**src/hdl/ieval_pkg.sv**
```systemverilog
// shared types and constants for the infix expression evaluator
// operator codes, character codes and the control structs of the mul/div unit
// no dependencies
package ieval_pkg;

	localparam int unsigned ValueOutW = 32;

	typedef enum logic [1:0] {
		OP_PLUS  = 2'd0,
		OP_MINUS = 2'd1,
		OP_MUL   = 2'd2,
		OP_DIV   = 2'd3
	} op_t;

	localparam logic [7:0] CharZero  = 8'h30;
	localparam logic [7:0] CharNine  = 8'h39;
	localparam logic [7:0] CharPlus  = 8'h2b;
	localparam logic [7:0] CharMinus = 8'h2d;
	localparam logic [7:0] CharStar  = 8'h2a;
	localparam logic [7:0] CharSlash = 8'h2f;

	typedef struct packed {
		logic start;
		logic is_div;
	} unit_req_t;

	typedef struct packed {
		logic done;
		logic dbz;
	} unit_rsp_t;

endpackage

```
**src/hdl/infix_expression_evaluator_core.sv**
```systemverilog
// infix expression evaluator: one character per item, result on the last one
// precedence of * and / over + and -, all arithmetic wraps at VALUE_WIDTH bits
// depends on ieval_pkg and ieval_muldiv
// a skipped or digit character that is not last stays in the idle state
// an operator or last character resolving a pending + or - goes through resolve
// and finish, one resolving a pending * or / through resolve, wait and finish
// reset clears all expression state and the output register
module infix_expression_evaluator_core #(
	parameter int unsigned VALUE_WIDTH = 32
) (
	input  logic        clk,
	input  logic        arst_n,
	input  logic        s_tvalid,
	output logic        s_tready,
	input  logic [7:0]  s_tdata,   // char_code
	input  logic        s_tlast,
	output logic        m_tvalid,
	input  logic        m_tready,
	output logic [31:0] m_tdata,   // value
	output logic        m_tuser    // div_by_zero
);

	localparam int unsigned W = VALUE_WIDTH;

	typedef enum logic [1:0] {
		ST_IDLE,
		ST_RESOLVE,
		ST_WAIT,
		ST_FINISH
	} state_t;

	state_t               state_q;
	logic [W-1:0]         cur_q;
	logic [W-1:0]         term_q;
	logic [W-1:0]         sum_q;
	ieval_pkg::op_t       op_q;
	ieval_pkg::op_t       new_op_q;
	logic                 is_op_q;
	logic                 last_q;
	logic                 err_q;
	logic                 m_tvalid_q;
	logic [31:0]          m_tdata_q;
	logic                 m_tuser_q;

	logic                 accept;
	logic                 in_digit;
	logic                 in_op;
	ieval_pkg::op_t       in_opcode;
	logic [3:0]           digit;
	logic [W-1:0]         cur_next;
	logic [W-1:0]         total;
	logic [31:0]          value_d;

	ieval_pkg::unit_req_t unit_req;
	ieval_pkg::unit_rsp_t unit_rsp;
	logic [W-1:0]         unit_result;

	assign s_tready = (state_q == ST_IDLE) && (!m_tvalid_q || m_tready);
	assign accept   = s_tvalid && s_tready;

	always_comb begin
		in_digit  = s_tdata inside {[ieval_pkg::CharZero:ieval_pkg::CharNine]};
		in_op     = 1'b1;
		in_opcode = ieval_pkg::OP_PLUS;
		case (s_tdata)
			ieval_pkg::CharPlus:  in_opcode = ieval_pkg::OP_PLUS;
			ieval_pkg::CharMinus: in_opcode = ieval_pkg::OP_MINUS;
			ieval_pkg::CharStar:  in_opcode = ieval_pkg::OP_MUL;
			ieval_pkg::CharSlash: in_opcode = ieval_pkg::OP_DIV;
			default:              in_op = 1'b0;
		endcase
	end

	assign digit    = 4'(s_tdata - ieval_pkg::CharZero);
	assign cur_next = {cur_q[W-4:0], 3'b000} + {cur_q[W-2:0], 1'b0} + W'(digit);
	assign total    = sum_q + term_q;

	generate
		if (W >= ieval_pkg::ValueOutW) begin : g_trunc
			assign value_d = total[ieval_pkg::ValueOutW-1:0];
		end else begin : g_ext
			assign value_d = {{(ieval_pkg::ValueOutW - W){1'b0}}, total};
		end
	endgenerate

	assign unit_req.start  = (state_q == ST_RESOLVE) &&
		((op_q == ieval_pkg::OP_MUL) || (op_q == ieval_pkg::OP_DIV));
	assign unit_req.is_div = (op_q == ieval_pkg::OP_DIV);

	ieval_muldiv #(
		.W(W)
	) u_muldiv (
		.clk    (clk),
		.arst_n (arst_n),
		.req    (unit_req),
		.a      (term_q),
		.b      (cur_q),
		.rsp    (unit_rsp),
		.result (unit_result)
	);

	always_ff @(posedge clk or negedge arst_n) begin
		if (!arst_n) begin
			state_q    <= ST_IDLE;
			cur_q      <= '0;
			term_q     <= '0;
			sum_q      <= '0;
			op_q       <= ieval_pkg::OP_PLUS;
			new_op_q   <= ieval_pkg::OP_PLUS;
			is_op_q    <= 1'b0;
			last_q     <= 1'b0;
			err_q      <= 1'b0;
			m_tvalid_q <= 1'b0;
			m_tdata_q  <= '0;
			m_tuser_q  <= 1'b0;
		end else begin
			if (m_tvalid_q && m_tready) begin
				m_tvalid_q <= 1'b0;
			end
			case (state_q)
				ST_IDLE: begin
					if (accept) begin
						if (in_digit) begin
							cur_q <= cur_next;
						end
						new_op_q <= in_opcode;
						is_op_q  <= in_op;
						last_q   <= s_tlast;
						if (in_op || s_tlast) begin
							state_q <= ST_RESOLVE;
						end
					end
				end
				ST_RESOLVE: begin
					cur_q <= '0;
					case (op_q)
						ieval_pkg::OP_MUL, ieval_pkg::OP_DIV: begin
							state_q <= ST_WAIT;
						end
						ieval_pkg::OP_MINUS: begin
							sum_q   <= total;
							term_q  <= W'(0) - cur_q;
							state_q <= ST_FINISH;
						end
						default: begin
							sum_q   <= total;
							term_q  <= cur_q;
							state_q <= ST_FINISH;
						end
					endcase
				end
				ST_WAIT: begin
					if (unit_rsp.done) begin
						term_q  <= unit_result;
						err_q   <= err_q | unit_rsp.dbz;
						state_q <= ST_FINISH;
					end
				end
				ST_FINISH: begin
					if (last_q) begin
						m_tvalid_q <= 1'b1;
						m_tdata_q  <= value_d;
						m_tuser_q  <= err_q;
						cur_q      <= '0;
						term_q     <= '0;
						sum_q      <= '0;
						op_q       <= ieval_pkg::OP_PLUS;
						err_q      <= 1'b0;
					end else if (is_op_q) begin
						op_q <= new_op_q;
					end
					state_q <= ST_IDLE;
				end
				default: begin
					state_q <= ST_IDLE;
				end
			endcase
		end
	end

	assign m_tvalid = m_tvalid_q;
	assign m_tdata  = m_tdata_q;
	assign m_tuser  = m_tuser_q;

	a_done_in_wait: assert property (@(posedge clk) disable iff (!arst_n)
		unit_rsp.done |-> (state_q == ST_WAIT))
		else $error("mul/div unit finished outside the wait state");

	a_emit_from_last: assert property (@(posedge clk) disable iff (!arst_n)
		$rose(m_tvalid) |-> ($past(state_q) == ST_FINISH) && $past(last_q))
		else $error("result item raised without a finished last character");

	a_cleared_after_emit: assert property (@(posedge clk) disable iff (!arst_n)
		$rose(m_tvalid) |-> (sum_q == '0) && (term_q == '0) && (cur_q == '0) && !err_q)
		else $error("expression state not cleared after result");

endmodule

```
**src/hdl/ieval_muldiv.sv**
```systemverilog
// iterative shared multiply / divide unit, one bit per cycle over one adder
// wrapping multiply and signed truncating divide; division by zero gives 0
// depends on ieval_pkg
module ieval_muldiv #(
	parameter int unsigned W = 32
) (
	input  logic                  clk,
	input  logic                  arst_n,
	input  ieval_pkg::unit_req_t  req,
	input  logic [W-1:0]          a,
	input  logic [W-1:0]          b,
	output ieval_pkg::unit_rsp_t  rsp,
	output logic [W-1:0]          result
);

	localparam int unsigned CntW = $clog2(W);
	localparam logic [CntW-1:0] CntLast = CntW'(W - 1);

	typedef enum logic [1:0] {
		U_IDLE,
		U_RUN,
		U_FIX
	} ustate_t;

	ustate_t        state_q;
	logic [CntW-1:0] cnt_q;
	logic           is_div_q;
	logic           neg_q;
	logic           done_q;
	logic           dbz_q;
	logic [W-1:0]   acc_q;
	logic [W-1:0]   quo_q;
	logic [W-1:0]   dvs_q;
	logic [W-1:0]   result_q;

	logic [W+1:0]   add_x;
	logic [W+1:0]   add_y;
	logic           add_sub;
	logic [W+1:0]   add_sum;
	logic [W-1:0]   a_mag;
	logic [W-1:0]   b_mag;
	logic           div_neg;

	assign a_mag = a[W-1] ? (W'(0) - a) : a;
	assign b_mag = b[W-1] ? (W'(0) - b) : b;
	assign div_neg = add_sum[W+1];

	// the one shared adder
	always_comb begin
		add_x   = '0;
		add_y   = '0;
		add_sub = 1'b0;
		case (state_q)
			U_RUN: begin
				if (is_div_q) begin
					add_x   = {1'b0, acc_q, quo_q[W-1]};
					add_y   = {2'b00, dvs_q};
					add_sub = 1'b1;
				end else begin
					add_x   = {2'b00, acc_q};
					add_y   = {2'b00, dvs_q};
				end
			end
			U_FIX: begin
				add_y   = {2'b00, quo_q};
				add_sub = 1'b1;
			end
			default: begin
				add_sub = 1'b0;
			end
		endcase
		add_sum = add_x + (add_sub ? ~add_y : add_y) + (W+2)'(add_sub);
	end

	always_ff @(posedge clk or negedge arst_n) begin
		if (!arst_n) begin
			state_q  <= U_IDLE;
			cnt_q    <= '0;
			is_div_q <= 1'b0;
			neg_q    <= 1'b0;
			done_q   <= 1'b0;
			dbz_q    <= 1'b0;
			acc_q    <= '0;
			quo_q    <= '0;
			dvs_q    <= '0;
			result_q <= '0;
		end else begin
			done_q <= 1'b0;
			case (state_q)
				U_IDLE: begin
					if (req.start) begin
						is_div_q <= req.is_div;
						cnt_q    <= '0;
						acc_q    <= '0;
						if (req.is_div && (b == '0)) begin
							result_q <= '0;
							dbz_q    <= 1'b1;
							done_q   <= 1'b1;
						end else if (req.is_div) begin
							dbz_q   <= 1'b0;
							quo_q   <= a_mag;
							dvs_q   <= b_mag;
							neg_q   <= a[W-1] ^ b[W-1];
							state_q <= U_RUN;
						end else begin
							dbz_q   <= 1'b0;
							quo_q   <= b;
							dvs_q   <= a;
							state_q <= U_RUN;
						end
					end
				end
				U_RUN: begin
					cnt_q <= cnt_q + CntW'(1);
					if (is_div_q) begin
						acc_q <= div_neg ? {acc_q[W-2:0], quo_q[W-1]} : add_sum[W-1:0];
						quo_q <= {quo_q[W-2:0], ~div_neg};
					end else begin
						// quo holds the multiplier, dvs the shifted multiplicand
						if (quo_q[0]) begin
							acc_q <= add_sum[W-1:0];
						end
						quo_q <= {1'b0, quo_q[W-1:1]};
						dvs_q <= {dvs_q[W-2:0], 1'b0};
					end
					if (cnt_q == CntLast) begin
						state_q <= U_FIX;
					end
				end
				U_FIX: begin
					if (is_div_q) begin
						result_q <= neg_q ? add_sum[W-1:0] : quo_q;
					end else begin
						result_q <= acc_q;
					end
					done_q  <= 1'b1;
					state_q <= U_IDLE;
				end
				default: begin
					state_q <= U_IDLE;
				end
			endcase
		end
	end

	assign rsp.done = done_q;
	assign rsp.dbz  = dbz_q;
	assign result   = result_q;

endmodule

```
**config.mk**
```make
export PLATFORM = sky130hd
export DESIGN_NAME = infix_expression_evaluator_core
export DESIGN_NICKNAME = d
export VERILOG_FILES = /design/src/hdl/ieval_pkg.sv /design/src/hdl/infix_expression_evaluator_core.sv /design/src/hdl/ieval_muldiv.sv
export SDC_FILE = /design/constraint.sdc
export NUM_CORES = 1
export LEC_CHECK = 0
export ABC_AREA = 0
export BUFFER_PORTS_ARGS = -buffer_cell sky130_fd_sc_hd__buf_2
export CAP_MARGIN = 20
export CORE_MARGIN = 2
export CORE_UTILIZATION = 30
export CTS_CLUSTER_SIZE = 24
export DETAILED_ROUTE_END_ITERATION = 7
export GPL_ROUTABILITY_DRIVEN = 0
export GPL_TIMING_DRIVEN = 1
export SLEW_MARGIN = 30
export SYNTH_ARGS = -nofsm -noshare
export SYNTH_HDL_FRONTEND = slang
export SYNTH_SLANG_ARGS = --single-unit
```
**constraint.sdc**
```tcl
create_clock -name clk -period 7.4 [get_ports clk]
set_input_delay 1.11 -clock clk [delete_from_list [all_inputs] [get_ports clk]]
set_output_delay 1.11 -clock clk [all_outputs]
set_load 0.02 [all_outputs]
```
==> results.toml, run 1 <==
[timing]
rsz0062_at_grt = "no"
slew_headroom_pct = 37.4
fin_crit_ps = 5660
worst_pin_slew_ps = 937
setup_tns_ps = 0
setup_viol = 0
hold_violations = 0
max_freq_mhz = 177
fin_worst_skew_ps = 22.2
period_share_pct = 76.5
finalHoldWorstSlack_ps = 482
slew_viol_final = 0
worst_slack_ps = 1740

[worst_hold_path]
hp-class = "flip-flop to flip-flop"
hp-start = "sum_q[2]"
holdPathStages = 2
hold_end = "sum_q[2]"

[placed_design]
io_buffers = 47
numPlacedInstances = 3473
dpl.hpwl_mm = 47.9
dp_slack_ps = 1820

[grt]
grt_max_degree = 102
grt_pass1_vias = 18200
grt_pass1_wl_mm = 106
grt_remaining_overflow = 0
antenna_found_initial = 1
track_usage_pct = 17.4

[die]
coreArea_um2 = 72700
die_h_um = 275
fp.dieArea_um2 = 75400
rows = 99
io_pins = 48
start_util_pct = 30.2
die_x_um = 275

[worst_setup_path]
r2r_slack_ps = 1740
end_kind = "flip-flop"
worstReg2RegEnd = "u_muldiv.acc_q[17]"
crit_type = "flip-flop to flip-flop"
required_ps = 7780
worstReg2RegStart = "u_muldiv.state_q[1]"
critical_path_arrival_ps = 6040
critPathLaunchType = "flip-flop"
path_max_fanout = 38
r2r_cells = 17

[detailed_routing]
first_pass_iters = 5
drc = 0
wl_per_cell_um = 18.6
drt-vias-per-instance = 5.45
wirelength_mm = 65.8
drtIter0Drc = 1760
num_vias = 19300
drtAntennaViolNets = 0

[cts]
ctsHtreeMaxLevel = 2
clk_pin_slew_ps = 60
clockRootBuffer = "clkbuf_16"
postCtsSetupBuffers = 0
cts_made_buffers = 36
cts_buffer_depth = 3
cts_sinks = 278
cts_tree = "built"
postCtsHoldBufs = 0
ctsResizeCount = 0
clk_latency_ps = 550

[synthesis]
synth_common_cells = "dfrtp_1 (278), nor2_1 (265), a21oi_1 (261)"
ys_seq_area_share_pct = 31.7
synth_area_um2 = 22000
avgSynthCellArea_um2 = 8.40
yosysTopAreaCellShare_pct = 31.7
ys_warn_count = 0
syn_inst = 2613
synth_edf_count = 0
synth_area_leader_cell = "dfrtp_1"
synthTopCellsByArea = "dfrtp_1 (32%), ha_1 (7.7%), a21oi_1 (5.9%)"
async_flop_share_pct = 100
synth-seq-cells = 278
synth_cell_types = 92
ys.flop_type = "dfrtp_1"
postSynthNetCount = 2766
synth.most_common_cell = "dfrtp_1"

[finish]
fin_cells = 3535
regArea_um2 = 6960
multi_input_area_um2 = 14100
n_antenna_cell = 0
area_delta_synth_final_pct = 10.5
drive_gt1_share_pct = 9.20
num-fill-cells = 7482
layout.nets = 2705

[power_and_ir_drop]
finalPower_mw = 8.16
power_density_nw_per_um2 = 336
ir_drop_v = 0.000251
total_leakage_power_nw = 10.5

[outcome]
status = "finished, final reports clean"

[job]
maxCapViolations = 0
-- per-layer routing --
metal / vias up / wire length [um] / GRT usage (%)
li1: 9404 / - / -
met1: 9258 / 32400 / 26.2
met2: 524 / 28300 / 26.1
met3: 75 / 3790 / 1.99
met4: 0 / 1400 / 4.72
met5: - / 0 / 0
-- critical path: stages (launching register included) --
cell	delay, ps
dfrtp_1	410
inv_1	140
ha_1	160
buf_4	390
inv_1	190
nor2_2	640
a22oi_1	190
nor2_1	140
ha_1	350
nand3_1	200
or3_1	390
a211o_1	260
a31o_2	250
and2_1	190
a211oi_4	810
buf_4	410
mux2i_1	220
o21ai_0	110
-- logic make-up (layout without fill, tap and decap cells) --
kind of cell | count (synthesis) | count (layout) | share of synthesized area (%)
buffers and inverters | 221 | 184 | 4.16
AO/OA/AOI/OAI | 882 | 882 | 25.7
XOR/XNOR | 189 | 189 | 7.54
AND/OR/NAND/NOR | 755 | 755 | 15.8
multiplexers | 148 | 148 | 6.99
adder cells (fa/ha/maj) | 140 | 140 | 8.11
flip-flops | 278 | 278 | 31.7
-- flip-flops by register name (all words and copies together), names as in the netlist, 2 cells and up --
name              count
op_q                  2
u_muldiv.quo_q       32
state_q               2
u_muldiv.dvs_q       32
cur_q                32
u_muldiv.result      32
term_q               32
u_muldiv.state_q      2
new_op_q              2
m_tdata              32
u_muldiv.cnt_q        5
sum_q                32
u_muldiv.acc_q       32
-- layout by cell type, fill, tap and decap left out, types with 7 or more instances in the layout --
master     instances
dfrtp_1          277
nor2_1           263
a21oi_1          261
nand2_1          245
o21ai_0          195
ha_1             135
xor2_1           109
mux2i_1          104
xnor2_1           80
a22oi_1           66
a211oi_1          54
a21o_1            51
buf_2             46
mux2_2            43
nand3_1           42
a22o_1            37
clkbuf_16         37
inv_1             35
o31ai_1           35
buf_4             35
nor3_1            26
nand2b_1          26
or3_1             22
o211ai_1          22
o21ai_1           22
nor2b_1           21
and3_1            18
nand4_1           17
a31oi_1           15
o21a_1            13
and2_1            11
a32o_1            11
or4_1              9
a32oi_1            9
o41ai_1            9
o21bai_1           8
or2_2              7
clkbuf_8           7
-- worst max path at each step --
stage                     cells past startpoint                 end  slack (ps)           startpoint
final                                        17  u_muldiv.acc_q[17]        1740  u_muldiv.state_q[1]
after detailed placement                     17  u_muldiv.acc_q[17]        1820  u_muldiv.state_q[1]
after floorplan                              18  u_muldiv.acc_q[11]        3120    u_muldiv.is_div_q
after CTS                                    17  u_muldiv.acc_q[17]        1780  u_muldiv.state_q[1]
after global routing                         18  u_muldiv.acc_q[10]        1290  u_muldiv.state_q[1]
after global placement                       18  u_muldiv.acc_q[11]        1940  u_muldiv.state_q[1]
-- stage by stage --
| step | util, % | instance area [um^2] |
|---|---|---|
| 2_1_floorplan | - | 22000 |
| 3_3_place_gp | 31.6 | 23000 |
| 3_5_place_dp | 31.6 | 23000 |
| 4_1_cts | 33.3 | 24200 |
| 5_1_grt | 33.4 | 24300 |
| 6_report | 33.4 | 24300 |
-- power by group --
part	internal [mW]	switching, mW
sequential	1.86	0.564
combinational	1.57	2.25
clock	1.19	0.726
total	4.62	3.54
-- layout make-up --
cell class	count	share of cell area, %
Clock buffer	46	4.24
Clock inverter	16	1.04
Sequential cell	278	28.7
Inverter	38	0.588
Tap cell	959	4.95
Multi-Input combinational cell	2114	58.3
Timing Repair Buffer	84	2.19
No activity file was read; power rests on OpenSTA's default activity.
==> run 2, diff against run 1 <==
==> constraint.sdc (replaced) <==
create_clock -name clk -period 4.8 [get_ports clk]
set_input_delay 0.72 -clock clk [delete_from_list [all_inputs] [get_ports clk]]
set_output_delay 0.72 -clock clk [all_outputs]
set_load 0.02 [all_outputs]
==> run 2 against run 1 <==
  * Clock skew down 7.7 ps
  * Power increased by 52%
  * Cell area grew 0.66%
  * Count of clock-buffer cells in the layout up 4
  * Maximum frequency up 25%
  * Sequential cell count did not move
  * Utilization increased by 0.22 points
  * Clock power is 46% higher
  * Routed wire length down 2.2%
  * Die area unchanged
  * Worst hold slack got worse by 440 ps
  * Critical endpoint is now u_muldiv.acc_q[27]
  * Largest cell class unchanged
  * Largest power group unchanged
  * Highest routed layer unchanged
==> results.toml, run 2 (synthesized netlist as in run 1, its figures left out) <==
[detailed_routing]
first_pass_iters = 5
drtIter0Drc = 1462
num_vias = 19100
drc = 0
drt-vias-per-instance = 5.37
wirelength_mm = 64.4
drtAntennaViolNets = 0
wl_per_cell_um = 18.1

[worst_setup_path]
r2r_slack_ps = 290
critPathLaunchType = "flip-flop"
critical_path_arrival_ps = 4970
crit_type = "flip-flop to flip-flop"
path_max_fanout = 22
r2r_cells = 17
worstReg2RegStart = "u_muldiv.state_q[1]"
crit_start = "u_muldiv.state_q[1]"
end_kind = "flip-flop"
required_ps = 5260

[cts]
clk_latency_ps = 550
cts_tree = "built"
clockRootBuffer = "clkbuf_16"
cts_buffer_depth = 3
ctsHtreeMaxLevel = 2
cts_made_buffers = 34
clk_pin_slew_ps = 60
cts_sinks = 278
postCtsSetupBuffers = 0

[power_and_ir_drop]
finalPower_mw = 12.4
total_leakage_power_nw = 10.6
power_density_nw_per_um2 = 509
ir_drop_v = 0.000388

[timing]
hold_violations = 0
slew_headroom_pct = 32.5
fin_crit_ps = 4510
max_freq_mhz = 222
setup_viol = 0
period_share_pct = 93.9
fin_worst_skew_ps = 14.5
slew_viol_final = 0
setup_tns_ps = 0
worst_pin_slew_ps = 992
rsz0062_at_grt = "no"

[placed_design]
io_buffers = 47
place_area_um2 = 23200
dpl.hpwl_mm = 47.9

[finish]
regArea_um2 = 6960
stdcell_area_um2 = 24400
n_antenna_cell = 0
final_util_pct = 33.6
multi_input_area_um2 = 14100
area_delta_synth_final_pct = 11.2
final_common_cell = "dfrtp_1"
drive_gt1_share_pct = 9.56
final_cell_mix = "dfrtp_1 (277), nor2_1 (263), a21oi_1 (261)"
layout.nets = 2722
num-fill-cells = 7439

[die]
fp.dieArea_um2 = 75400
coreArea_um2 = 72700
die_h_um = 275
rows = 99
die_x_um = 275
io_pins = 48
start_util_pct = 30.2

[grt]
grt_pass1_wl_mm = 103
track_usage_pct = 16.9
grt_max_degree = 112
grt_remaining_overflow = 0
grt_pass1_vias = 18000
antenna_found_initial = 0

[job]
maxCapViolations = 0

[worst_hold_path]
hp-class = "input pin to async pin"

[outcome]
status = "finished, final reports clean"
run 2: critical path, stage by stage, from the launching register on:
cell	delay (ps)
dfrtp_1	420
inv_1	150
ha_1	190
buf_4	280
buf_4	260
a21oi_1	90
a22oi_1	190
nor2_1	80
ha_1	490
nand3_1	200
or3_1	390
a211o_1	240
a31o_2	240
and2_1	190
a211oi_4	250
buf_4	280
mux2_2	360
o22ai_1	120
run 2: layer usage:
metal,GRT usage [%],vias to the layer above,routed length [um]
met2,25.5,473,27400
met4,4.79,0,1620
li1,-,9454,-
met1,25.0,9096,32100
met5,0,-,0
met3,2.27,68,3280
run 2: cell type report:
class	count	area share [%]
Tap cell	959	4.91
Sequential cell	278	28.5
Multi-Input combinational cell	2114	57.9
Clock inverter	11	0.738
Timing Repair Buffer	103	3.13
Inverter	38	0.584
Clock buffer	50	4.20
run 2: metrics by stage:
step | worst slack, ps | instances | hold slack [ps]
floorplan | 517 | 2613 | 424
global route | 21.8 | 3553 | 39.5
global placement | 415 | 3491 | 465
finish | 292 | 3553 | 44.5
detailed placement | 339 | 3491 | 470
CTS | 322 | 3552 | 270
run 2: where the power goes:
part	internal, mW	switching (mW)
clock	1.75	1.06
combinational	2.44	3.49
sequential	2.86	0.847
run 2: worst paths after layout:
check                                      end
max                         u_muldiv.acc_q[27]
min                          u_muldiv.cnt_q[3]
max reg2reg                 u_muldiv.acc_q[27]
min reg2reg                        m_tdata[21]
max in group asynchronous  u_muldiv.result[20]
min in group clk                        last_q
run 2: what timing repair did:
item | 4_1_cts | 5_1_grt
hold buffers | 0 | 0
endpoints found under the setup margin | 0 | 3
resized for setup | 0 | 1
